--- config.mk ---
export PLATFORM = sky130hd
export DESIGN_NAME = cmi_blend
export DESIGN_NICKNAME = d
export VERILOG_FILES = /design/src/hdl/cmi_pkg.sv /design/src/hdl/cmi_blend.sv
export SDC_FILE = /design/constraint.sdc
export NUM_CORES = 2
export LEC_CHECK = 0
export BUFFER_PORTS_ARGS = -buffer_cell sky130_fd_sc_hd__buf_2
export CAP_MARGIN = 20
export CORE_ASPECT_RATIO = 1.75
export CORE_MARGIN = 1.5
export CORE_UTILIZATION = 32
export CTS_BUF_LIST = sky130_fd_sc_hd__clkbuf_16
export DETAILED_ROUTE_END_ITERATION = 8
export RECOVER_POWER = 100
export SYNTH_ARGS = -nofsm -noshare
export SYNTH_HDL_FRONTEND = slang
export SYNTH_SLANG_ARGS = --single-unit
--- constraint.sdc ---
create_clock -name clk -period 5.9 [get_ports clk]
set_input_delay 1.18 -clock clk [delete_from_list [all_inputs] [get_ports clk]]
set_output_delay 1.18 -clock clk [all_outputs]
set_load 0.1 [all_outputs]
--- src/hdl/cmi_pkg.sv ---
// ----------------------------------------------------------------------------
// cmi_pkg: shared types and constants of the colour map interpolator
// Table geometry, channel formats and the structs passed between stages.
// ----------------------------------------------------------------------------
package cmi_pkg;

	localparam int TABLE_DEPTH = 256;
	localparam int IDX_W       = $clog2(TABLE_DEPTH);
	localparam int ENTRY_W     = 8;
	localparam int CHAN_W      = 17;
	localparam int FRAC_W      = 16;
	localparam int POS_W       = 32;
	localparam int BYTE_W      = 8;
	localparam int NUM_CH      = 3;

	// channel order inside packed colour vectors
	localparam int CH_RED   = 2;
	localparam int CH_GREEN = 1;
	localparam int CH_BLUE  = 0;

	localparam logic [CHAN_W-1:0] ONE_Q16  = CHAN_W'(65536);
	localparam logic [BYTE_W-1:0] BYTE_MAX = BYTE_W'(255);
	localparam logic [BYTE_W-1:0] ALPHA    = BYTE_W'(8'hFF);

	typedef enum logic {
		CMD_LOAD = 1'b0,
		CMD_MAP  = 1'b1
	} cmd_t;

	typedef logic [NUM_CH-1:0][CHAN_W-1:0] rgb_t;
	typedef logic [NUM_CH-1:0][BYTE_W-1:0] color_t;

	// index stage to table stage
	typedef struct packed {
		logic                valid;
		cmd_t                cmd;
		logic                wr_en;
		logic [IDX_W-1:0]    wr_addr;
		rgb_t                wr_data;
		logic [IDX_W-1:0]    idx;
		logic [IDX_W-1:0]    up;
		logic [FRAC_W-1:0]   frac;
	} lookup_t;

	// table stage to blend stages
	typedef struct packed {
		logic                valid;
		logic [FRAC_W-1:0]   frac;
		rgb_t                lo;
		rgb_t                hi;
	} table_rd_t;

endpackage

--- src/hdl/cmi_blend.sv ---
// ----------------------------------------------------------------------------
// cmi_blend: linear blend and byte conversion
// Weights both neighbours by the fraction, sums, scales by 255 with
// truncation and saturates each channel to a byte.
// ----------------------------------------------------------------------------
module cmi_blend (
	input  logic                 clk,
	input  logic                 arst_n,
	input  logic                 advance,
	input  cmi_pkg::table_rd_t   rd,
	output logic                 valid_s7,
	output cmi_pkg::color_t      color_s7
);

	localparam int PROD_W = 2 * cmi_pkg::CHAN_W;
	localparam int SUM_W  = PROD_W + 1;
	localparam int SCL_W  = SUM_W + cmi_pkg::BYTE_W;
	localparam int B_W    = SCL_W - 2 * cmi_pkg::FRAC_W;

	logic [cmi_pkg::CHAN_W-1:0]                    w_lo;
	logic [cmi_pkg::CHAN_W-1:0]                    w_hi;
	logic [cmi_pkg::NUM_CH-1:0][SCL_W-1:0]         scaled;
	logic [cmi_pkg::NUM_CH-1:0][B_W-1:0]           b;

	logic                                          valid_s5, valid_s6;
	logic [cmi_pkg::NUM_CH-1:0][PROD_W-1:0]        lo_p_s5, hi_p_s5;
	logic [cmi_pkg::NUM_CH-1:0][SUM_W-1:0]         sum_s6;

	assign w_hi = cmi_pkg::CHAN_W'(rd.frac);
	assign w_lo = cmi_pkg::ONE_Q16 - w_hi;

	always_comb begin
		for (int i = 0; i < cmi_pkg::NUM_CH; i++) begin
			// 255 * c as (c << 8) - c
			scaled[i] = {sum_s6[i], {cmi_pkg::BYTE_W{1'b0}}} - SCL_W'(sum_s6[i]);
			b[i]      = scaled[i][SCL_W-1 -: B_W];
		end
	end

	always_ff @(posedge clk or negedge arst_n) begin
		if (!arst_n) begin
			valid_s5 <= 1'b0;
			valid_s6 <= 1'b0;
			valid_s7 <= 1'b0;
		end else if (advance) begin
			valid_s5 <= rd.valid;
			valid_s6 <= valid_s5;
			valid_s7 <= valid_s6;
		end
	end

	always_ff @(posedge clk) begin
		if (advance) begin
			for (int i = 0; i < cmi_pkg::NUM_CH; i++) begin
				lo_p_s5[i] <= rd.lo[i] * w_lo;
				hi_p_s5[i] <= rd.hi[i] * w_hi;
				sum_s6[i]  <= SUM_W'(lo_p_s5[i]) + SUM_W'(hi_p_s5[i]);
				if (b[i] > B_W'(cmi_pkg::BYTE_MAX)) begin
					color_s7[i] <= cmi_pkg::BYTE_MAX;
				end else begin
					color_s7[i] <= b[i][cmi_pkg::BYTE_W-1:0];
				end
			end
		end
	end

endmodule

==> results.py <==
metrics = {
    "die": {
        "dieArea_sq_um": 234000,
        "row_count": 233,
        "io_pins": 147,
        "die_y_um": 639,
        "start_util_pct": 32.2,
        "core-area_sq_um": 230000,
        "die_x_um": 366,
    },
    "sta": {
        "max_freq_mhz": 126,
        "rsz0062_at_grt": "true",
        "setup_viol": 143,
        "min_period_ns": 7.96,
        "worst_clock_skew_ns": 0.0688,
        "finalMaxSlewViolations": 310,
        "holdWs_ns": 0.363,
        "max_slew.worst_pin.slew_ns": 2.97,
        "relSlewSlack_pct": -98.1,
        "hold_violations": 0,
        "period_share_pct": 135,
        "layout_setup_ws_ns": -2.06,
    },
    "cts": {
        "cts_buffer_depth": 3,
        "root_buffer": "clkbuf_16",
        "cts_buffers": 34,
        "cts_tree": "built",
        "clock_sinks": 333,
        "clock_latency_ns": 0.66,
        "path_clk_slew_ns": 0.07,
        "cts_max_level": 2,
    },
    "global_routing": {
        "grt_max_degree": 112,
        "overflow": 0,
        "gr-usage-all-layers_pct": 19.5,
        "grt_pass1_wl_mm": 356,
        "grt_pass1_vias": 65800,
        "antenna_found_initial": 58,
    },
    "place": {
        "portBuffers": 146,
        "dpl.hpwl_mm": 189,
        "gp_congestion": 0.927,
    },
    "setup_path": {
        "rrSetupSlack_ns": 1.90,
        "startpoint": "rd[110]",
        "path_max_fanout": 5,
        "critPathCaptureType": "flop",
        "crit_family": "adder cells",
        "worst-r2r-cell-count": 12,
        "critPathKind": "input port to flop",
        "cp-start-kind": "input port",
        "path_buf_inv": 9,
        "crit_slowest_cell": "or4_4",
        "arrival_ns": 8.31,
        "slowest_delay_ns": 0.61,
        "worstReg2RegStart": "sum_s6[65]",
        "reg2reg_to": "color_s7[11]",
        "required_ns": 6.25,
    },
    "finish": {
        "ff_latch_area_sq_um": 9980,
        "fillers": 23000,
        "final_core_util_pct": 39.1,
        "drive_gt1_share_pct": 18.0,
        "nNetsFinal": 11200,
        "area_growth_pct": 21.7,
        "multi_input_area_sq_um": 59100,
    },
    "synthesis": {
        "synth_area_sq_um": 73900,
        "syn-num-nets": 10300,
        "synth_cells": 8100,
        "ys_seq_area_share_pct": 13.5,
        "ys.flop_type": "edfxtp_1",
        "ys_types": 71,
        "ys_ff_latch": 333,
        "syn_avg_cell_area_sq_um": 9.12,
        "synth_edf_count": 330,
        "ys_warn_count": 0,
        "synth-async-reset-ratio_pct": 0.901,
    },
    "run": {
        "maxCapViolations": 4,
    },
    "outcome": {
        "violations": "capacitance limit, slew limit, setup timing",
        "status": "finished, violations left",
    },
    "routing": {
        "drt-initial-drc-count": 2352,
        "viasPerCell": 4.87,
        "drtAntennaViolNets": 0,
        "drt-total-wl_mm": 226,
        "dr.pass1.iters": 5,
        "vias": 58800,
        "drc": 0,
        "routedWlPerCell_um": 18.7,
    },
    "worst_hold_path": {
        "hp-class": "input port to asynchronous set/reset pin",
    },
}
-- worst max-delay path by stage --
stage	end	slack (ns)	cells past startpoint
floorplan	lo_p_s5[33]	-2.19	27
global placement	lo_p_s5[100]	-2.82	30
detailed placement	lo_p_s5[100]	-2.84	30
CTS	lo_p_s5[66]	-1.91	28
global route	lo_p_s5[66]	-2.29	29
finish	lo_p_s5[66]	-2.06	29
-- stage by stage --
| stage | cells | setup TNS (ns) | area (sq um) | setup WS [ns] |
|---|---|---|---|---|
| finish | 12100 | -161.19 | 89900 | -2.06 |
| detailed placement | 11900 | -271.85 | 85400 | -2.84 |
| global placement | 11900 | -266.10 | 85400 | -2.82 |
| CTS | 12000 | -130.94 | 88700 | -1.91 |
| global route | 12000 | -190.77 | 89800 | -2.29 |
| floorplan | 8100 | -119.57 | 75400 | -2.19 |
-- synthesized netlist by cell type (8+ instances only) --
cell type     n  area [sq um]
ha_1        820         10300
o21bai_1     46           345
nand3_1      75           375
a21boi_0     17           128
and2_1      656          4100
a31oi_1      29           181
a211o_1      10          87.6
and3_1       30           188
buf_1        26          97.6
a21o_1      165          1240
nand2_1    1203          4520
edfxtp_1    330          9910
o31a_1        9          78.8
nor4_1       11          68.8
o21ai_0     162           811
or2_2         8          50.1
nor2_1      202           758
nand2b_1     40           250
a21oi_1     263          1320
nor2b_1      49           307
nand4_1      28           175
or3_1        21           131
o21a_1       53           398
inv_1      1701          6380
fa_1       1299         26000
xnor2_1     209          1830
nand3b_1     10          75.1
o2111ai_1    10          87.6
xor2_1       68           596
o211ai_1     21           158
nor3_1       72           360
and4_1        8          70.1
clkbuf_1    290          1090
a2111oi_0     9          78.8
o31ai_1      12          90.1
a211oi_1     33           248
-- logic make-up (layout without fill, tap and decap cells) --
family / Yosys count / count (layout) / share of synthesized area (%)
and+or+nand+nor: 2423 / 2423 / 15.6
DFF: 333 / 333 / 13.5
AOI/OAI and AO/OA: 924 / 924 / 8.15
other: 0 / 24 / 0
xor gates and xnor gates: 277 / 277 / 3.28
buffers and inverters: 2017 / 2894 / 10.3
muxes: 7 / 7 / 0.102
adders and majority gates: 2119 / 2119 / 49.1
-- final cells by class --
cell class,count,share of cell area (%)
flip-flops and latches,333,11.1
clock inverters,27,0.322
inverters,1701,7.11
well taps,3055,4.25
repair buffers,1132,10.4
clock buffers,34,0.947
multi-input cells,5750,65.8
diodes,24,0.0668
-- sequential cells by signal, summed over array words and instances, names as in the netlist --
| register | count |
|---|---|
| color_s7 | 24 |
| hi_p_s5 | 99 |
| lo_p_s5 | 102 |
| sum_s6 | 105 |
| valid_s5 | 1 |
| valid_s6 | 1 |
| valid_s7 | 1 |
-- worst reg2reg max path, stage by stage (launching register included) --
cell and delay (ns):
edfxtp_1 0.45, inv_1 0.10, ha_1 0.34, nand2_1 0.12
nor3_1 0.37, nand3_1 0.21, nor2_1 0.20, and4_1 0.23
o2111ai_1 0.10, o2111ai_1 0.30, xnor2_1 0.11, nor4_1 0.85
o21ai_0 0.29
-- timing repair --
| action | in CTS | in global routing |
|---|---|---|
| hold buffers | 0 | 0 |
| buffers inserted | 67 | 56 |
| resized for setup | 318 | 233 |
| setup endpoints to repair | 140 | 141 |
| cloned | 8 | 1 |
| pin swaps | 149 | 166 |
-- routing by layer --
layer / wire length [um] / up-vias / track usage (%) / part of all wire, %
li1: - / 26900 / - / -
met1: 79600 / 29800 / 20.3 / 35
met3: 9210 / 631 / 2.04 / 4.1
met4: 14400 / 44 / 10.7 / 6.4
met2: 122000 / 1376 / 37.8 / 54
met5: 269 / - / 0 / 0.12
-- cells in the final DEF (no fill, tap or decap), types with 33 or more instances in the layout --
master and count:
a21o_1 165, a21oi_1 199, a21oi_2 60, and2_1 615, buf_12 59, buf_2 109, buf_4 817, buf_6 64
clkbuf_1 41, clkbuf_16 35, edfxtp_1 330, fa_1 1266, fa_2 33, ha_1 761, ha_4 51, inv_1 1648
inv_2 59, nand2_1 1163, nand2b_1 39, nand3_1 67, nor2_1 182, nor2b_1 42, nor3_1 55, o21a_1 53
o21ai_0 128, o21bai_1 45, xnor2_1 170, xor2_1 57
Power is left out: the tool's default activity adds up to more than one toggle a clock period on the data nets, which glitch-free logic cannot reach.
