## src/hdl/cmi_pkg.sv

```systemverilog
// ----------------------------------------------------------------------------
// cmi_pkg: shared types and constants of the colour map interpolator
// Table geometry, channel formats and the structs passed between stages.
// ----------------------------------------------------------------------------
package cmi_pkg;

	localparam int TABLE_DEPTH = 256;
	localparam int IDX_W       = $clog2(TABLE_DEPTH);
	localparam int ENTRY_W     = 8;
	localparam int CHAN_W      = 17;
	localparam int FRAC_W      = 16;
	localparam int POS_W       = 32;
	localparam int BYTE_W      = 8;
	localparam int NUM_CH      = 3;

	// channel order inside packed colour vectors
	localparam int CH_RED   = 2;
	localparam int CH_GREEN = 1;
	localparam int CH_BLUE  = 0;

	localparam logic [CHAN_W-1:0] ONE_Q16  = CHAN_W'(65536);
	localparam logic [BYTE_W-1:0] BYTE_MAX = BYTE_W'(255);
	localparam logic [BYTE_W-1:0] ALPHA    = BYTE_W'(8'hFF);

	typedef enum logic {
		CMD_LOAD = 1'b0,
		CMD_MAP  = 1'b1
	} cmd_t;

	typedef logic [NUM_CH-1:0][CHAN_W-1:0] rgb_t;
	typedef logic [NUM_CH-1:0][BYTE_W-1:0] color_t;

	// index stage to table stage
	typedef struct packed {
		logic                valid;
		cmd_t                cmd;
		logic                wr_en;
		logic [IDX_W-1:0]    wr_addr;
		rgb_t                wr_data;
		logic [IDX_W-1:0]    idx;
		logic [IDX_W-1:0]    up;
		logic [FRAC_W-1:0]   frac;
	} lookup_t;

	// table stage to blend stages
	typedef struct packed {
		logic                valid;
		logic [FRAC_W-1:0]   frac;
		rgb_t                lo;
		rgb_t                hi;
	} table_rd_t;

endpackage

```

## src/hdl/cmi_index.sv

```systemverilog
// ----------------------------------------------------------------------------
// cmi_index: position to table index and fraction
// Clamps the position, squares it, scales by the table length minus one and
// splits the result into lower index, upper index and 16-bit fraction.
// ----------------------------------------------------------------------------
module cmi_index (
	input  logic                                clk,
	input  logic                                arst_n,
	input  logic                                advance,
	input  logic                                in_valid,
	input  cmi_pkg::cmd_t                       cmd,
	input  logic [cmi_pkg::ENTRY_W-1:0]         entry_index,
	input  cmi_pkg::rgb_t                       wr_data,
	input  logic signed [cmi_pkg::POS_W-1:0]    position,
	output cmi_pkg::lookup_t                    lk_s3
);

	localparam int SQ_W = 2 * cmi_pkg::FRAC_W + 1;
	localparam int V_W  = SQ_W + cmi_pkg::IDX_W;

	logic [cmi_pkg::CHAN_W-1:0]   pos_clamped;
	logic                         wr_en;
	logic [2*cmi_pkg::CHAN_W-1:0] sq_full;
	logic [V_W-1:0]               v;
	logic [cmi_pkg::IDX_W-1:0]    idx;
	logic [cmi_pkg::FRAC_W-1:0]   frac;

	logic                         valid_s1, valid_s2, valid_s3;
	cmi_pkg::cmd_t                cmd_s1, cmd_s2, cmd_s3;
	logic                         wr_en_s1, wr_en_s2, wr_en_s3;
	logic [cmi_pkg::IDX_W-1:0]    addr_s1, addr_s2, addr_s3;
	cmi_pkg::rgb_t                data_s1, data_s2, data_s3;
	logic [cmi_pkg::CHAN_W-1:0]   pos_s1;
	logic [SQ_W-1:0]              sq_s2;
	logic [cmi_pkg::IDX_W-1:0]    idx_s3, up_s3;
	logic [cmi_pkg::FRAC_W-1:0]   frac_s3;

	always_comb begin
		if (position[cmi_pkg::POS_W-1]) begin
			pos_clamped = '0;
		end else if (position[cmi_pkg::POS_W-2:0] > (cmi_pkg::POS_W-1)'(cmi_pkg::ONE_Q16)) begin
			pos_clamped = cmi_pkg::ONE_Q16;
		end else begin
			pos_clamped = position[cmi_pkg::CHAN_W-1:0];
		end
	end

	assign wr_en   = (32'(entry_index) < cmi_pkg::TABLE_DEPTH);
	assign sq_full = pos_s1 * pos_s1;
	assign v       = V_W'(sq_s2) * V_W'(cmi_pkg::TABLE_DEPTH - 1);
	assign idx     = v[2*cmi_pkg::FRAC_W +: cmi_pkg::IDX_W];
	assign frac    = v[cmi_pkg::FRAC_W +: cmi_pkg::FRAC_W];

	always_ff @(posedge clk or negedge arst_n) begin
		if (!arst_n) begin
			valid_s1 <= 1'b0;
			valid_s2 <= 1'b0;
			valid_s3 <= 1'b0;
		end else if (advance) begin
			valid_s1 <= in_valid;
			valid_s2 <= valid_s1;
			valid_s3 <= valid_s2;
		end
	end

	always_ff @(posedge clk) begin
		if (advance) begin
			cmd_s1   <= cmd;
			wr_en_s1 <= wr_en;
			addr_s1  <= cmi_pkg::IDX_W'(entry_index);
			data_s1  <= wr_data;
			pos_s1   <= pos_clamped;

			cmd_s2   <= cmd_s1;
			wr_en_s2 <= wr_en_s1;
			addr_s2  <= addr_s1;
			data_s2  <= data_s1;
			sq_s2    <= sq_full[SQ_W-1:0];

			cmd_s3   <= cmd_s2;
			wr_en_s3 <= wr_en_s2;
			addr_s3  <= addr_s2;
			data_s3  <= data_s2;
			idx_s3   <= idx;
			frac_s3  <= frac;
			// an exact index needs no upper neighbour; the last entry has none
			if (frac != '0 && idx != cmi_pkg::IDX_W'(cmi_pkg::TABLE_DEPTH - 1)) begin
				up_s3 <= idx + 1'b1;
			end else begin
				up_s3 <= idx;
			end
		end
	end

	always_comb begin
		lk_s3.valid   = valid_s3;
		lk_s3.cmd     = cmd_s3;
		lk_s3.wr_en   = wr_en_s3;
		lk_s3.wr_addr = addr_s3;
		lk_s3.wr_data = data_s3;
		lk_s3.idx     = idx_s3;
		lk_s3.up      = up_s3;
		lk_s3.frac    = frac_s3;
	end

endmodule

```

## config.mk

```make
export PLATFORM = sky130hd
export DESIGN_NAME = cmi_index
export DESIGN_NICKNAME = d
export VERILOG_FILES = /design/src/hdl/cmi_pkg.sv /design/src/hdl/cmi_index.sv
export SDC_FILE = /design/constraint.sdc
export NUM_CORES = 1
export LEC_CHECK = 0
export BUFFER_PORTS_ARGS = -buffer_cell sky130_fd_sc_hd__buf_2
export CORE_MARGIN = 2
export CORE_UTILIZATION = 50
export CTS_BUF_LIST = sky130_fd_sc_hd__clkbuf_16
export DETAILED_ROUTE_END_ITERATION = 8
export PLACE_DENSITY = 0.7
export SYNTH_ARGS = -nofsm -noshare
export SYNTH_HDL_FRONTEND = slang
export SYNTH_SLANG_ARGS = --single-unit
```

## constraint.sdc

```tcl
create_clock -name clk -period 8.91 [get_ports clk]
set_clock_uncertainty 0.1 [all_clocks]
set_input_delay 0.891 -clock clk [delete_from_list [all_inputs] [get_ports clk]]
set_output_delay 0.891 -clock clk [all_outputs]
set_load 0.01 [all_outputs]
```

==> flow_summary.ini, run 1 <==
[logic_synthesis]
yosysWarningCount = 0
ys_ff_latch = 264
yosysMostFrequentCell = inv_1
synthTopCellsByCount = 446 x inv_1, 342 x fa_1, 261 x edfxtp_1
seq_area_frac_synth = 0.353
synth_area_leaders = edfxtp_1 35%, fa_1 31%, ha_1 9.0%
yosys.area.top_type_share = 0.350
synth_cells = 1862
async_flop_share = 0.0114
syn_avg_cell_area_um2 = 12.0
yosys.area.top_type = edfxtp_1
synthFlopType = edfxtp_1
netlist_area_um2 = 22400
synth_edf_count = 261
synth_cell_types = 73

[cts]
cts_buffers = 27
numClockSinks = 264
cts_hold_buf = 0
cts_root_buffer = clkbuf_16
cts_resized = 0
cts_tree = yes
cts_max_path_buffers = 3
clk_latency_ps = 540
htreeDepth = 1
cts_setup_buffers = 0
clkTransAtPathRegs_ps = 60

[grt]
grt_max_degree = 138
antenna_found_initial = 0
grtUsageTotal = 0.179
grt_pass1_wl_um = 68100
met2_usage = 0.308
overflow = 0
busiest_layer = met2
grt_pass1_vias = 14200
grt_util_met1 = 0.243
grt_use_met3 = 0.0221

[floorplanning]
fp.dieW_um = 216
io_pins = 190
rows = 77
initial_utilization = 0.506
core_area_um2 = 44200
fp.dieH_um = 216
die_area_um2 = 46500

[detailed_routing]
ant_nets = 0
drt-total-wl_um = 40700
route.detailed.drc = 0
post_drt_wl_per_cell_um = 15.3
dr.pass1.iters = 5
first_iter_violations = 577
num_vias = 13200
viasPerCell = 4.99

[critical_path]
worst-path-max-fanout = 17
cp-start-kind = register
critPathSlowestCell = edfxtp_1
worstSetupPathType = reg2reg
critical_path.max_stage_delay_ps = 780
cpMostUsedCell = fa_1
cp_data_required_time_ps = 9220
crit_arrival_ps = 7140
crit_chain = nand2_1 > fa_1 > inv_1 > fa_1 > inv_1 > fa_1 > inv_1 > fa_1 > fa_1 > inv_1 > fa_1 > inv_1 > ha_1 > nor2b_1 > o21ai_0 > nand2b_1 > o41ai_1 > a21oi_1 > a21o_1 > or4_1 > nand4_1
crit_path_end_kind = register

[cells_and_area]
fill_cells = 3642
finalInstanceArea_um2 = 24700
regArea_um2 = 7910
multi_input_area_um2 = 12600
areaGrowthSynthToFinish_pct = 10.5
post-route-util = 0.559
drive_gt1_frac = 0.127
nets = 2640

[timing]
clock.fmax_mhz = 146
drv_slew = 0
relSlewSlack = 0.304
rsz0062_at_grt = false
fin_setup_tns_ps = 0
worst_pin_slew_ps = 1040
min_period_over_period = 0.767
setup_viol = 0
hold_viol_final = 0
layout_min_cycle_time_ps = 6830

[placed_design]
io_buffer_count = 188
globalplace.congestion = 0.900
hpwl_um = 33300
place_area_um2 = 23900

[worst_hold_path]
min_path_type = in2async

[run]
drv_cap = 0

[outcome]
status = complete, no violations
-- routing by layer --
metal	vias to the layer above	share of wire
li1	6336	-
met1	6554	0.45
met2	289	0.49
met3	69	0.042
met4	0	0.021
met5	-	0
-- stage by stage --
stage               setup slack [ps]  instances  hold slack (ps)
floorplan                       2740       1864              300
global placement                2240       2604              300
detailed placement              2110       2604              305
CTS                             2100       2653             20.4
global route                    1630       2653             21.2
finish                          2080       2654             46.3
-- state kept, by name, indices dropped and copies added, names as in the netlist, 16 cells and up --
register	flops
lk_s3	51
frac_s3	16
data_s2	51
data_s1	51
pos_s1	17
sq_s2	32
-- layout by cell type (no fill, tap or decap), drive strengths merged, types with 3 or more instances in the layout --
master,instances
or2,4
nor3,17
xnor2,48
ha,161
a31o,3
o31ai,3
conb,4
o21a,10
clkbuf,27
nand4,23
and4,4
nor2,42
o21bai,6
and3,7
mux2,7
fa,342
a21o,31
inv,450
dfrtp,3
a21boi,3
nand2b,9
xor2,12
a211oi,13
or4,3
o31a,5
nor2b,6
o21ai,31
edfxtp,261
buf,190
nand2,113
and2,76
o211ai,5
nor4,16
clkinv,14
a21oi,60
nand3,12
a311o,3
a31oi,5
-- worst paths after layout --
kind	endpoint	cells after the start	startpoint	slack [ps]
min reg2reg	data_s2[9]	0	data_s1[9]	310
min in group clk	data_s2[9]	0	data_s1[9]	310
max in group asynchronous	valid_s3	1	arst_n	8550
min	valid_s2	1	arst_n	50
max reg2reg	sq_s2[30]	21	pos_s1[4]	2080
max	sq_s2[30]	21	pos_s1[4]	2080
-- kinds of logic after synthesis --
| family | Yosys count | share of synthesized area |
|---|---|---|
| fa+ha+maj | 503 | 0.396 |
| buf+inv | 488 | 0.0848 |
| simple gates | 338 | 0.0778 |
| flops | 264 | 0.353 |
| compound gates | 198 | 0.0595 |
| xor+xnor | 60 | 0.0238 |
| mux | 9 | 0.00458 |
| other cells | 2 | 0.000335 |
-- final cells by class --
class / instances / area share
well taps: 592 / 0.0299
clock inverters: 22 / 0.00723
inverters: 446 / 0.0677
repair buffers: 190 / 0.0390
flip-flops and latches: 264 / 0.320
multi-input cells: 1112 / 0.509
clock buffers: 27 / 0.0273
diodes: 1 / 0.000101
-- worst max-delay path, delay by kind of cell, from the launching register on --
family | cells | cell delay (ps)
buffers and inverters | 5 | 290
and+or+nand+nor | 5 | 970
DFF | 1 | 780
adders and majority gates | 7 | 3300
AOI/OAI and AO/OA | 4 | 1250
Power of run 1 is left out: the tool's default activity adds up to more than one toggle a clock period on the data nets, which glitch-free logic cannot reach.
==> run 2, diff against run 1 <==
- clock period: 8.91 -> 6.7 ns (I/O delays scaled with it)
==> run 2 against run 1 <==
First-iteration DRC count fell by 14%; critical path depth did not move; sequential share of layout area fell by 0.37 points; wire length rose by 2.0%; final cell count rose by 1.2%; sequential cell count did not move; cell area rose by 1.2%; setup slack got worse by 1700 ps; clock-buffer cell count rose by 2; core utilization rose by 0.66 points; die area did not move; largest cell class unchanged.
==> flow_summary.ini, run 2 (same netlist as run 1, synthesis figures left out) <==
[outcome]
status = complete, no violations

[cells_and_area]
finalInstanceArea_um2 = 25000
final_common_cell = inv_1
drive_gt1_frac = 0.139
diodes = 0
nets = 2673
final_cell_mix = 453 x inv_1, 342 x fa_1, 261 x edfxtp_1, 187 x buf_2, 161 x ha_1
areaGrowthSynthToFinish_pct = 11.8

[detailed_routing]
drt-total-wl_um = 41500
first_iter_violations = 497
route.detailed.drc = 0
dr.pass1.iters = 5
viasPerCell = 4.95
num_vias = 13300
ant_nets = 0
post_drt_wl_per_cell_um = 15.4

[timing]
drv_slew = 0
relSlewSlack = 0.461
worst_pin_slew_ps = 809
layout_min_cycle_time_ps = 6370
setup_viol = 0
clock.fmax_mhz = 157
hold_viol_final = 0
rsz0062_at_grt = false
min_period_over_period = 0.951
fin_setup_tns_ps = 0

[critical_path]
path_buf_inv = 3
crit_chain = inv_1 > nor2_1 > fa_1 > inv_1 > fa_1 > fa_1 > inv_1 > fa_1 > fa_1 > fa_1 > ha_1 > a21o_1 > a21o_1 > a21oi_1 > o21ai_0 > and3_1 > o21ai_1 > nand4_1 > a31o_2 > a21oi_1 > xnor2_1
cpMostUsedCell = fa_1
worstSetupPathType = reg2reg
cp-start-kind = register
rr_endpoint = sq_s2[29]
critPathSlowestCell = fa_1
r2r_slack_ps = 330
r2r_start = pos_s1[11]
worst-path-max-fanout = 5
crit_arrival_ps = 6560
critical_path.max_stage_delay_ps = 560
r2r_cells = 21
critPathTopFamily = adder cells
cp_data_required_time_ps = 6890
crit_path_end_kind = register

[cts]
clk_latency_ps = 550
cts_tree = yes
numClockSinks = 264
htreeDepth = 1
cts_max_path_buffers = 3
clkTransAtPathRegs_ps = 60
cts_root_buffer = clkbuf_16
cts_buffers = 28

[grt]
grt_pass1_wl_um = 69400
grtUsageTotal = 0.182
grt_max_degree = 150
overflow = 0
antenna_found_initial = 0
grt_pass1_vias = 14400

[placed_design]
io_buffer_count = 188
place_area_um2 = 24000
globalplace.congestion = 0.912
hpwl_um = 34200

[floorplanning]
fp.dieH_um = 216
die_area_um2 = 46500
rows = 77
initial_utilization = 0.506
io_pins = 190
fp.dieW_um = 216
core_area_um2 = 44200

[run]
drv_cap = 0

[worst_hold_path]
hp-start = wr_data[34]
hold_depth = 1
hold-path-endpoint = data_s1[34]
min_path_type = in2reg
-- run 2: how the worst max path moves through the flow --
stage                     startpoint         to  cells past startpoint
after floorplan           pos_s1[10]  sq_s2[29]                     21
after global placement     pos_s1[7]  sq_s2[29]                     21
after detailed placement   pos_s1[7]  sq_s2[29]                     20
after CTS                  pos_s1[7]  sq_s2[29]                     21
after global routing      pos_s1[11]  sq_s2[29]                     21
final                     pos_s1[11]  sq_s2[29]                     21
-- run 2: what timing repair did --
item                                   4_1_cts  5_1_grt
setup endpoints to repair                    0        5
resized for setup                            0        1
endpoints found under the hold margin        3        0
hold buffers                                 1        0
setup buffers                                0       13
-- run 2: final cells by class --
| cell class | count | area (um2) |
|---|---|---|
| timing repair buffer | 222 | 1220 |
| clock inverter | 22 | 161 |
| multi-input combinational | 1112 | 12600 |
| clock buffer | 29 | 726 |
| inverter | 446 | 1670 |
| fill | 3672 | 19200 |
| sequential | 264 | 7910 |
| tap | 592 | 741 |
-- run 2: through the flow --
stage / util / hold WS [ps] / instances / worst slack [ps]
2_1_floorplan: - / 274 / 1864 / 534
3_3_place_gp: 0.543 / 300 / 2622 / 208
3_5_place_dp: 0.543 / 305 / 2622 / 70.7
4_1_cts: 0.564 / 159 / 2674 / 61.6
5_1_grt: 0.566 / 170 / 2687 / 33.4
6_report: 0.566 / 189 / 2687 / 331
-- run 2: routing by layer --
layer,wire length [um],track usage,vias up,share of wire
met5,0,0,-,0
met4,897,0.0446,0,0.022
met3,1350,0.0200,57,0.032
met2,20500,0.317,236,0.49
met1,18800,0.246,6607,0.45
li1,-,-,6407,-
Power of run 2 is left out for the same reason.
==> run 3, diff against run 2 <==
- PLACE_DENSITY: 0.7 -> 0.81
==> run 3 against run 2 <==
Non-clock buffer count shrank 4; sequential share of layout area increased by 0.071 points; critical path depth stayed put; core utilization down 0.13 points; die area did not move; clock-buffer cell count down 2; wire length rose by 2.7%; cell area is 0.22% lower; final cell count decreased by 0.26%; global-route usage grew 0.71 points.
==> flow_summary.ini, run 3 (same netlist as run 1, synthesis figures left out) <==
[cts]
cts_tree = yes
cts_max_path_buffers = 3
htreeDepth = 1
clkTransAtPathRegs_ps = 60
numClockSinks = 264
clk_latency_ps = 550
cts_root_buffer = clkbuf_16
cts_buffers = 26

[detailed_routing]
route.detailed.drc = 0
viasPerCell = 5.07
dr.pass1.iters = 5
post_drt_wl_per_cell_um = 15.9
first_iter_violations = 666
ant_nets = 0
num_vias = 13600
drt-total-wl_um = 42600

[floorplanning]
fp.dieW_um = 216
initial_utilization = 0.506
io_pins = 190
core_area_um2 = 44200
fp.dieH_um = 216
rows = 77
die_area_um2 = 46500

[cells_and_area]
fill_cells = 3476
areaGrowthSynthToFinish_pct = 11.5
drive_gt1_frac = 0.135
post-route-util = 0.565
diodes = 0
nets = 2667
instances_no_fill = 2680
finalInstanceArea_um2 = 25000
final_common_cell = inv_1
final_cell_mix = 452 x inv_1, 342 x fa_1, 261 x edfxtp_1, 187 x buf_2, 161 x ha_1

[run]
drv_cap = 0

[outcome]
status = complete, no violations

[placed_design]
globalplace.congestion = 0.911
place_area_um2 = 24000
io_buffer_count = 188
dp_cells = 2619
hpwl_um = 35100

[critical_path]
cp_data_required_time_ps = 6880
cp-start-kind = register
r2r_slack_ps = 250
worstSetupPathType = reg2reg
r2r_cells = 21
crit_chain = buf_4 > and2_1 > fa_1 > inv_1 > fa_1 > fa_1 > inv_1 > fa_1 > fa_1 > fa_1 > ha_1 > a21o_1 > a21o_1 > a21oi_1 > o21ai_0 > and3_1 > o21ai_1 > nand4_1 > a31o_2 > a21oi_1 > xnor2_1
r2r_start = pos_s1[4]
critical_path.max_stage_delay_ps = 550
worst-path-max-fanout = 5
rr_endpoint = sq_s2[29]
crit_arrival_ps = 6630
crit_path_end_kind = register
critPathTopFamily = adder cells
crit_cells = 21
critPathSlowestCell = fa_1
path_buf_inv = 3
cpMostUsedCell = fa_1

[grt]
grtUsageTotal = 0.189
overflow = 0
grt_pass1_vias = 14900
grt_max_degree = 124
grt_pass1_wl_um = 71800
antenna_found_initial = 0

[timing]
hold_viol_final = 0
min_period_over_period = 0.962
layout_min_cycle_time_ps = 6450
fin_setup_tns_ps = 0
rsz0062_at_grt = false
relSlewSlack = 0.292
worst_pin_slew_ps = 1060
setup_viol = 0
clock.fmax_mhz = 155
drv_slew = 0

[worst_hold_path]
hold-path-endpoint = data_s1[18]
hp-start = wr_data[18]
hold_depth = 1
min_path_type = in2reg
==> run 3: changes by cell type in the layout (fill, tap and decap cells not counted), sizes merged <==
cell | before | now
clkinv | 9 | 8
bufinv | 2 | 4
buf | 221 | 217
clkbuf | 29 | 27
clkinvlp | 3 | 1
==> run 3: worst max path at each step <==
stage | slack [ps] | startpoint | end
2_1_floorplan | 530 | pos_s1[10] | sq_s2[29]
3_3_place_gp | 400 | pos_s1[5] | sq_s2[29]
3_5_place_dp | 210 | pos_s1[5] | sq_s2[29]
4_1_cts | 190 | pos_s1[5] | sq_s2[29]
5_1_grt | 20 | pos_s1[4] | sq_s2[30]
6_report | 250 | pos_s1[4] | sq_s2[29]
==> run 3: through the flow <==
stage / setup WS (ps) / hold WS, ps
2_1_floorplan: 534 / 274
3_3_place_gp: 398 / 300
3_5_place_dp: 213 / 305
4_1_cts: 191 / 169
5_1_grt: 15.5 / 175
6_report: 251 / 201
==> run 3: cell type report <==
type                    count  area (um2)  share of cell area
repair buffers            218        1180              0.0472
flip-flops and latches    264        7910               0.317
clock inverters            21         203             0.00812
clock buffers              27         676              0.0271
well taps                 592         741              0.0297
inverters                 446        1670              0.0670
multi-input cells        1112       12600               0.504
==> run 3: routing by layer <==
layer / GRT usage / part of all wire / vias up / routed length (um)
li1: - / - / 6383 / -
met1: 0.249 / 0.43 / 6761 / 18300
met2: 0.331 / 0.50 / 360 / 21200
met3: 0.0258 / 0.045 / 84 / 1940
met4: 0.0515 / 0.026 / 0 / 1110
met5: 0 / 0 / - / 0
==> run 3: what timing repair did <==
item                                   in CTS  in global routing
hold buffers                                1                  0
endpoints found under the hold margin       3                  0
setup endpoints to repair                   0                  3
gates resized for setup                     0                  1
buffers inserted                            0                 12
Power of run 3 is left out for the same reason.
